## src/design/assert_macros.svh

```systemverilog
// assertion macros used by the top level design file
// no dependencies; expects clk and arst_n in the scope of use
`ifndef ASSERT_MACROS_SVH
`define ASSERT_MACROS_SVH

// clocked check, off during reset
`define ASSERT_CLK(label, prop, msg) \
	label: assert property (@(posedge clk) disable iff (!arst_n) prop) else $error(msg);

// clocked check that also holds during reset
`define ASSERT_ALWAYS(label, prop, msg) \
	label: assert property (@(posedge clk) prop) else $error(msg);

`endif

```

## src/design/cplm_pkg.sv

```systemverilog
// package for the call sign prefix match engine: beat types, codes, helpers
// no dependencies
package cplm_pkg;

	localparam int TABLE_DEPTH_DEF   = 4096;
	localparam int MAX_KEY_CHARS_DEF = 8;
	localparam int ENTITY_COUNT_DEF  = 1024;
	localparam int PAIR_SLOTS        = 1296;
	localparam int PAIR_W            = 11;

	localparam logic [1:0] OP_CLEAR  = 2'd0;
	localparam logic [1:0] OP_INSERT = 2'd1;
	localparam logic [1:0] OP_QUERY  = 2'd2;

	localparam logic [1:0] ST_OK       = 2'd0;
	localparam logic [1:0] ST_NOTFOUND = 2'd1;
	localparam logic [1:0] ST_FULL     = 2'd2;

	localparam logic [1:0] KIND_PAIR  = 2'd0;
	localparam logic [1:0] KIND_WHOLE = 2'd1;
	localparam logic [1:0] KIND_SHORT = 2'd2;

	typedef struct packed {
		logic [1:0]  opcode;
		logic [63:0] key_chars;
		logic [3:0]  key_length;
		logic        exact_only;
		logic [9:0]  entity;
	} cmd_t;

	typedef struct packed {
		logic [1:0]  status;
		logic [1:0]  match_kind;
		logic [11:0] entry_index;
		logic [9:0]  entity_out;
	} res_t;

	typedef struct packed {
		logic [63:0] key;
		logic [3:0]  len;
		logic        exact;
		logic [9:0]  ent;
	} entry_t;

	// controller to datapath
	typedef struct packed {
		logic load;
		logic sweep;
		logic ins_rd;
		logic ins_wr;
		logic q_ent;
		logic q_chk;
		logic scan;
		logic finish;
	} ctl_t;

	// datapath to controller
	typedef struct packed {
		logic full;
		logic sweep_last;
		logic slot_hit;
		logic scan_more;
	} sts_t;

	// mask of the low len bytes
	function automatic logic [63:0] char_mask(input logic [3:0] len);
		logic [63:0] m;
		if (len >= 4'd8)
			m = '1;
		else
			m = (64'd1 << {len[2:0], 3'b000}) - 64'd1;
		return m;
	endfunction

	function automatic logic [5:0] base36(input logic [7:0] c);
		logic [5:0] v;
		if (c >= "0" && c <= "9")
			v = 6'(c - "0");
		else if (c >= "A" && c <= "Z")
			v = 6'(c - "A" + 8'd10);
		else
			v = 6'd0;
		return v;
	endfunction

	// base-36 value of the first two characters, always below 1296
	function automatic logic [PAIR_W-1:0] pair_index(input logic [63:0] key);
		logic [PAIR_W-1:0] b0, b1;
		b0 = PAIR_W'(base36(key[7:0]));
		b1 = PAIR_W'(base36(key[15:8]));
		return b0 + (b1 << 5) + (b1 << 2);
	endfunction

endpackage

```

## src/design/cplm_ctrl.sv

```systemverilog
// controller state machine of the prefix match engine
// depends on cplm_pkg
module cplm_ctrl import cplm_pkg::*; (
	input  logic       clk,
	input  logic       arst_n,
	input  logic       start,
	input  logic [1:0] opcode,
	input  sts_t       sts,
	output ctl_t       ctl,
	output logic       busy,
	output logic       done
);

	localparam logic [3:0] S_INIT   = 4'd0;
	localparam logic [3:0] S_IDLE   = 4'd1;
	localparam logic [3:0] S_CLR    = 4'd2;
	localparam logic [3:0] S_INS_RD = 4'd3;
	localparam logic [3:0] S_INS_WR = 4'd4;
	localparam logic [3:0] S_Q_SLOT = 4'd5;
	localparam logic [3:0] S_Q_ENT  = 4'd6;
	localparam logic [3:0] S_Q_CHK  = 4'd7;
	localparam logic [3:0] S_SCAN   = 4'd8;
	localparam logic [3:0] S_FIN    = 4'd9;

	logic [3:0] state_q, state_d;
	logic       done_q;
	logic       accept;

	assign accept = start && (state_q == S_IDLE);
	assign busy   = (state_q != S_IDLE);
	assign done   = done_q;

	// next state
	always_comb begin
		state_d = state_q;
		case (state_q)
			S_INIT: begin
				if (sts.sweep_last) state_d = S_IDLE;
			end
			S_IDLE: begin
				if (accept) begin
					case (opcode)
						OP_CLEAR:  state_d = S_CLR;
						OP_INSERT: state_d = sts.full ? S_FIN : S_INS_RD;
						OP_QUERY:  state_d = S_Q_SLOT;
						default:   state_d = S_FIN;
					endcase
				end
			end
			S_CLR: begin
				if (sts.sweep_last) state_d = S_FIN;
			end
			S_INS_RD: state_d = S_INS_WR;
			S_INS_WR: state_d = S_FIN;
			S_Q_SLOT: state_d = S_Q_ENT;
			S_Q_ENT:  state_d = S_Q_CHK;
			S_Q_CHK:  state_d = sts.slot_hit ? S_FIN : S_SCAN;
			S_SCAN: begin
				if (!sts.scan_more) state_d = S_FIN;
			end
			S_FIN:    state_d = S_IDLE;
			default:  state_d = S_IDLE;
		endcase
	end

	// commands
	always_comb begin
		ctl        = '0;
		ctl.load   = accept;
		ctl.sweep  = (state_q == S_INIT) || (state_q == S_CLR);
		ctl.ins_rd = (state_q == S_INS_RD);
		ctl.ins_wr = (state_q == S_INS_WR);
		ctl.q_ent  = (state_q == S_Q_ENT);
		ctl.q_chk  = (state_q == S_Q_CHK);
		ctl.scan   = (state_q == S_SCAN);
		ctl.finish = (state_q == S_FIN);
	end

	always_ff @(posedge clk or negedge arst_n) begin
		if (!arst_n) begin
			state_q <= S_INIT;
			done_q  <= 1'b0;
		end else begin
			state_q <= state_d;
			done_q  <= (state_q == S_FIN);
		end
	end

endmodule

```

## config.mk

```make
export PLATFORM = sky130hd
export DESIGN_NAME = cplm_ctrl
export DESIGN_NICKNAME = d
export VERILOG_FILES = /design/src/design/assert_macros.svh /design/src/design/cplm_pkg.sv /design/src/design/cplm_ctrl.sv
export SDC_FILE = /design/constraint.sdc
export NUM_CORES = 1
export LEC_CHECK = 0
export BUFFER_PORTS_ARGS = -buffer_cell sky130_fd_sc_hd__buf_4
export CAP_MARGIN = 20
export CORE_MARGIN = 5
export CORE_UTILIZATION = 30
export CTS_CLUSTER_DIAMETER = 120
export DETAILED_ROUTE_END_ITERATION = 7
export MAX_ROUTING_LAYER = met4
export PLACE_DENSITY = 0.67
export SKIP_CTS_REPAIR_TIMING = 1
export SLEW_MARGIN = 10
export SYNTH_ARGS = -nofsm -noshare
export SYNTH_HDL_FRONTEND = slang
export SYNTH_SLANG_ARGS = --single-unit
```

## constraint.sdc

```tcl
create_clock -name clk -period 1.4 [get_ports clk]
set_input_delay 0.42 -clock clk [delete_from_list [all_inputs] [get_ports clk]]
set_output_delay 0.42 -clock clk [all_outputs]
set_load 0.02 [all_outputs]
```

# == After elaboration in Yosys (flattened, before gate mapping) ==
# Cells that the tools add are included.
# op_classes
n_eq_ne,16
n_mux,8
reduce_logical,5
# ops
operator,count
4-bit one-hot mux with 9 select lines,1
4-bit 2-to-1 mux,5
4-bit by 3-bit equality test with 1-bit output (second input constant),4
4-bit one-hot mux with 3 select lines,1
4-bit by 2-bit equality test with 1-bit output (second input constant),2
4-bit equality test (second input constant),2
2-bit inequality test (second input constant),4
4-bit by 1-bit equality test with 1-bit output (second input constant),1
4-bit logical NOT,1
4-bit by 1-bit inequality test with 1-bit output (second input constant),1
4-bit AND reduction,1
2-bit by 1-bit equality test with 1-bit output (second input constant),1
2-bit equality test (second input constant),1
2-bit logical NOT,1
1-bit logical AND,1
1-bit logical OR,1
1-bit 2-to-1 mux,1
# word_totals
regBits,5
input_bits,9
output_inout_bits,10
word_cells,31

# == Depth between registers and ports, before layout ==
# Gate-level depths: netlist of run 1.
# depth
depth_word,4
mapped_depth,5
mapped_depth_nobuf,4

# == Worst setup path before layout of run 1 ==
# Ideal clock, no wire load.
# synth_timing
path_type,flip-flop to output port
start,register state_q[1]
end,output port ctl[4] (netlist bit)
arrival_ps,1284
required_ps,980
path_slack_ps,-304
path_stages_with_launch,3
path_buffers,1
path_cell_list,dfrtp_1 > buf_4 > nor4_1
# synth_rtl
element,line,text
start: declaration,cplm_ctrl.sv:25,"logic [3:0] state_q, state_d;"
start signal: assignment,cplm_ctrl.sv:84,state_q <= state_d;
end: declaration,cplm_ctrl.sv:9,"output ctl_t ctl,"

==> results of run 1 <==
[where the power goes]
group / switching [mW] / internal [mW]
Sequential: 0.0819 / 0.218
Combinational: 0.553 / 0.522
Clock: 0.0691 / 0.104
Total: 0.704 / 0.844
[cell usage in the layout (no fill, tap or decap), types with 2 or more instances in the layout]
master | Yosys | layout
dfrtp_1 | 5 | 3
nand3b_1 | 2 | 2
o21ai_0 | 3 | 3
nor3_1 | 2 | 2
nand2_1 | 4 | 4
buf_4 | 3 | 24
buf_6 | 1 | 4
a21oi_1 | 7 | 7
nor2_2 | 0 | 2
and3_2 | 3 | 2
nor2b_1 | 3 | 2
dfrtp_2 | 0 | 2
nor2_1 | 4 | 2
clkbuf_4 | 0 | 3
and3_1 | 2 | 2
[critical path, delay by kind of cell, from the launching register on]
| kind | cells | cell delay, ns |
|---|---|---|
| simple gates | 2 | 0.30 |
| flops | 1 | 0.44 |
| buf+inv | 2 | 0.26 |
[final cells by class]
type                    instances  share of cell area
clock buffers                   3              0.0331
flip-flops and latches          5               0.188
multi-input cells              40               0.389
repair buffers                 29               0.346
well taps                      15              0.0276
clock inverters                 1             0.00737
inverters                       1             0.00921
[state kept, by name (all words and copies together) (netlist names)]
signal and count:
state_q 4, done 1
[cells by family (layout without fill, tap and decap cells)]
logic type / count (synthesis) / in the layout / share of synthesized area
flip-flops: 5 / 5 / 0.313
AO/OA/AOI/OAI: 15 / 15 / 0.232
buffers and inverters: 6 / 34 / 0.103
AND/OR/NAND/NOR: 25 / 25 / 0.351
[how the worst max path moves through the flow]
stage                           from     end  slack (ns)  cells after the start
after global placement    state_q[2]  ctl[0]       -0.02                      3
after CTS                 state_q[1]  ctl[4]       -0.31                      3
after global routing      state_q[0]  ctl[4]       -0.32                      3
final                     state_q[1]  ctl[1]       -0.26                      4
after detailed placement  state_q[1]  ctl[4]       -0.04                      3
after floorplan           state_q[1]  ctl[4]       -0.09                      2
[layer usage]
layer	track usage	wire, um
met3	0.0273	86
met5	-	0
met4	0.0682	20
met1	0.164	509
met2	0.159	620
==> impl_metrics.ini, run 1 <==
[clock_network]
clock_latency_ns = 0.25
cts_root_buf = clkbuf_4
cts_sinks = 5
path_clk_slew_ns = 0.05
numCtsBuffers = 3
cts_buffer_depth = 2
htree_levels = 1
cts_tree = built

[synthesis]
syn-cell-area_um2 = 399
synth_seq_cells = 5
synth_cells = 51
synth_area_per_cell_um2 = 7.83
synth_flop_cell = dfrtp_1
async_flop_share = 1.00
ys_types = 23
ys_seq_area_frac = 0.313
synth_top_cell_area_share = 0.313
syn_nets = 60
yosys-top-cells-count = a21oi_1 (7), dfrtp_1 (5), nand2_1 (4), nor2_1 (4)
synth_top_cell_by_area = dfrtp_1
synth_warnings = 0
synth.area.top_cells = dfrtp_1 (31%), a21oi_1 (8.8%), and3_2 (5.6%), buf_4 (5.6%), nor2b_1 (4.7%)
synth_most_common_cell = a21oi_1
synth_edf_count = 0

[min_path]
min_to = state_q[0]
min_path_type = in -> reg
hp-start = sts[1]
holdPathStages = 3

[floorplanning]
die_area_um2 = 2160
die_w_um = 46.5
die_h_um = 46.5
start_util = 0.311
ios = 19
rows = 13
core_um2 = 1280

[place]
gp_congestion = 0.859
io_buffers = 18
post-place-cells = 87
dp_hpwl_um = 875
post-place-ws_ns = -0.0397
dpl_cell_area_um2 = 582

[setup_path]
r2r_end = state_q[3]
r2r-start = state_q[0]
reg2regPathDepth = 6
cp.required_ns = 0.98
crit_fanout = 5
slowest_delay_ns = 0.44
arrival_ns = 1.24
path_class = reg -> out
crit_slowest_cell = dfrtp_2
end_kind = output pin
start_kind = flip-flop
r2r_slack_ns = 0.03
crit_chain = buf_4 > nor2_2 > and3_4 > buf_6

[drt]
dr.pass1.iters = 4
viasPerCell = 5.03
drc = 0
routed_wl_mm = 1.24
antenna_left = 0
drtIter0Drc = 12
post_drt_wl_per_cell_um = 13.2
dr_total_vias = 473

[cells_and_area]
nFillCells = 132
final_core_utilization = 0.529
final_area_um2 = 679
final_layout_size_suffix_gt1_frac = 0.544
syn2layout_area_growth_pct = 70.2
nets = 89
final_cells = 94
multi_input_area_um2 = 264
antenna_cells = 0
ff_latch_area_um2 = 128

[sta]
post-route-period-util = 1.19
setup_viol_count_final = 9
relSlewSlack = 0.857
tightest_slew_ns = 0.214
worst_slack_ns = -0.262
rsz0062_at_grt = true
period_minus_slack_ns = 1.66
slew_violations = 0
whs_ns = 0.476
max_freq_mhz = 602
fin_tns_setup_ns = -1.66
hold_viol = 0
finClkSkew_ns = 0.00493

[global_routing]
grt_overflow = 0
grt_max_degree = 14
grt_pass1_wl_mm = 1.80
grt_pass1_vias = 424
grtUsageTotal = 0.120
antenna_found_initial = 0

[run_status]
violations = setup timing
status = finished, violations left

[pwr]
peakVddDrop_uv = 987
p_per_area_nw_per_um2 = 2280
power.leakage_nw = 0.324
power.total_mw = 1.55

[flow_run]
maxCapViolations = 0
No activity file was read; power rests on OpenSTA's default activity.
==> run 2, diff against run 1 <==
Clock period 1.4 ns to 2.06 ns, I/O delays scaled along.
==> impl_metrics.ini, run 2 (synthesized netlist as in run 1, its figures left out) <==
[run_status]
status = completed

[drt]
post_drt_wl_per_cell_um = 12.1
routed_wl_mm = 1.02
antenna_left = 0
drtIter0Drc = 4
dr.pass1.iters = 4
drc = 0
viasPerCell = 5.17
dr_total_vias = 434

[pwr]
clkPwrFrac = 0.138
p_int_uw = 450
sw_frac_of_total = 0.474
comb_power_share = 0.565
power.leakage_nw = 0.263
p_per_area_nw_per_um2 = 1540
netSwitchingPower_uw = 406
peakVddDrop_uv = 625
power_frac_seq = 0.297

[cells_and_area]
nets = 79
top_register = state_q
final_core_utilization = 0.433
final_cell_mix = buf_4 (19), a21oi_1 (7), nand2_1 (4)
final_common_cell = buf_4
final_area_um2 = 557
final_layout_size_suffix_gt1_frac = 0.435
antenna_cells = 0
syn2layout_area_growth_pct = 39.5
largest_register_ffs = 4
final_cells = 84

[sta]
rsz0062_at_grt = false
setup_viol_count_final = 0
fin_tns_setup_ns = 0
finClkSkew_ns = 0.00991
period_minus_slack_ns = 1.93
worst_slack_ns = 0.128
post-route-period-util = 0.938
max_freq_mhz = 518
relSlewSlack = 0.745
slew_violations = 0
hold_viol = 0
tightest_slew_ns = 0.382

[place]
gp_congestion = 0.758
post-place-ws_ns = 0.256
io_buffers = 18
dpl_cell_area_um2 = 523
post-place-cells = 80

[setup_path]
path_delay_family = flip-flops
worst-path-buf-inv = 1
cp.required_ns = 1.44
arrival_ns = 1.31
end_kind = output pin
crit_slowest_cell = dfrtp_1
path_class = reg -> out
crit_fanout = 14
slowest_delay_ns = 0.56
crit_chain = nor2_1 > and3_2 > buf_4
start_kind = flip-flop

[floorplanning]
die_area_um2 = 2160
start_util = 0.311
core_um2 = 1280
ios = 19
die_w_um = 46.5
rows = 13
die_h_um = 46.5

[flow_run]
maxCapViolations = 0

[clock_network]
cts_sinks = 5
numCtsBuffers = 3
cts_tree = built
path_clk_slew_ns = 0.05
clock_latency_ns = 0.25
cts_root_buf = clkbuf_4
cts_buffer_depth = 2
htree_levels = 1

[global_routing]
antenna_found_initial = 0
grtUsageTotal = 0.107
grt_pass1_vias = 357
grt_max_degree = 15
grt_pass1_wl_mm = 1.52
grt_overflow = 0

[min_path]
min_path_type = in -> async
## run 2: worst paths after layout
kind	from	endpoint	slack [ns]	cells past startpoint
worst max register to register	state_q[2]	state_q[3]	0.80	4
worst min register to register	state_q[3]	state_q[2]	0.61	1
worst min-delay path	arst_n	done	0.15	1
min in group clk	state_q[3]	state_q[2]	0.61	1
max in group asynchronous	arst_n	state_q[3]	1.79	1
worst max-delay path	state_q[1]	ctl[1]	0.13	3
## run 2: area by class of cell
class                      instances  area, um2
fill                             135        728
inverter                           1       3.75
tap                               15       18.8
multi-input combinational         40        238
sequential                         5        128
clock buffer                       4       26.3
timing repair buffer              19        143
## run 2: metrics by stage
| step | hold slack, ns | total power [mW] |
|---|---|---|
| floorplan | 0.322 | 0.589 |
| global placement | 0.421 | 0.721 |
| detailed placement | 0.422 | 0.724 |
| CTS | 0.153 | 0.845 |
| global route | 0.146 | 0.930 |
| finish | 0.154 | 0.856 |
## run 2: worst reg2reg max path, delay by kind of cell, from the launching register on
kind / cells / cell delay, ns
AOI/OAI and AO/OA: 3 / 0.43
DFF: 1 / 0.48
and+or+nand+nor: 1 / 0.22
## run 2: power groups by stage
stage	clock network, mW	logic, mW	registers, mW
after global routing	0.131	0.534	0.266
final	0.118	0.484	0.254
after CTS	0.120	0.483	0.242
after detailed placement	0	0.481	0.243
after floorplan	0	0.404	0.185
after global placement	0	0.478	0.244
## run 2: layer usage
| metal | track usage | vias to the layer above | part of all wire |
|---|---|---|---|
| met5 | - | - | 0 |
| met4 | 0.0511 | 0 | 0.013 |
| met3 | 0.0703 | 4 | 0.13 |
| met2 | 0.140 | 18 | 0.44 |
| met1 | 0.125 | 192 | 0.42 |
| li1 | - | 220 | - |
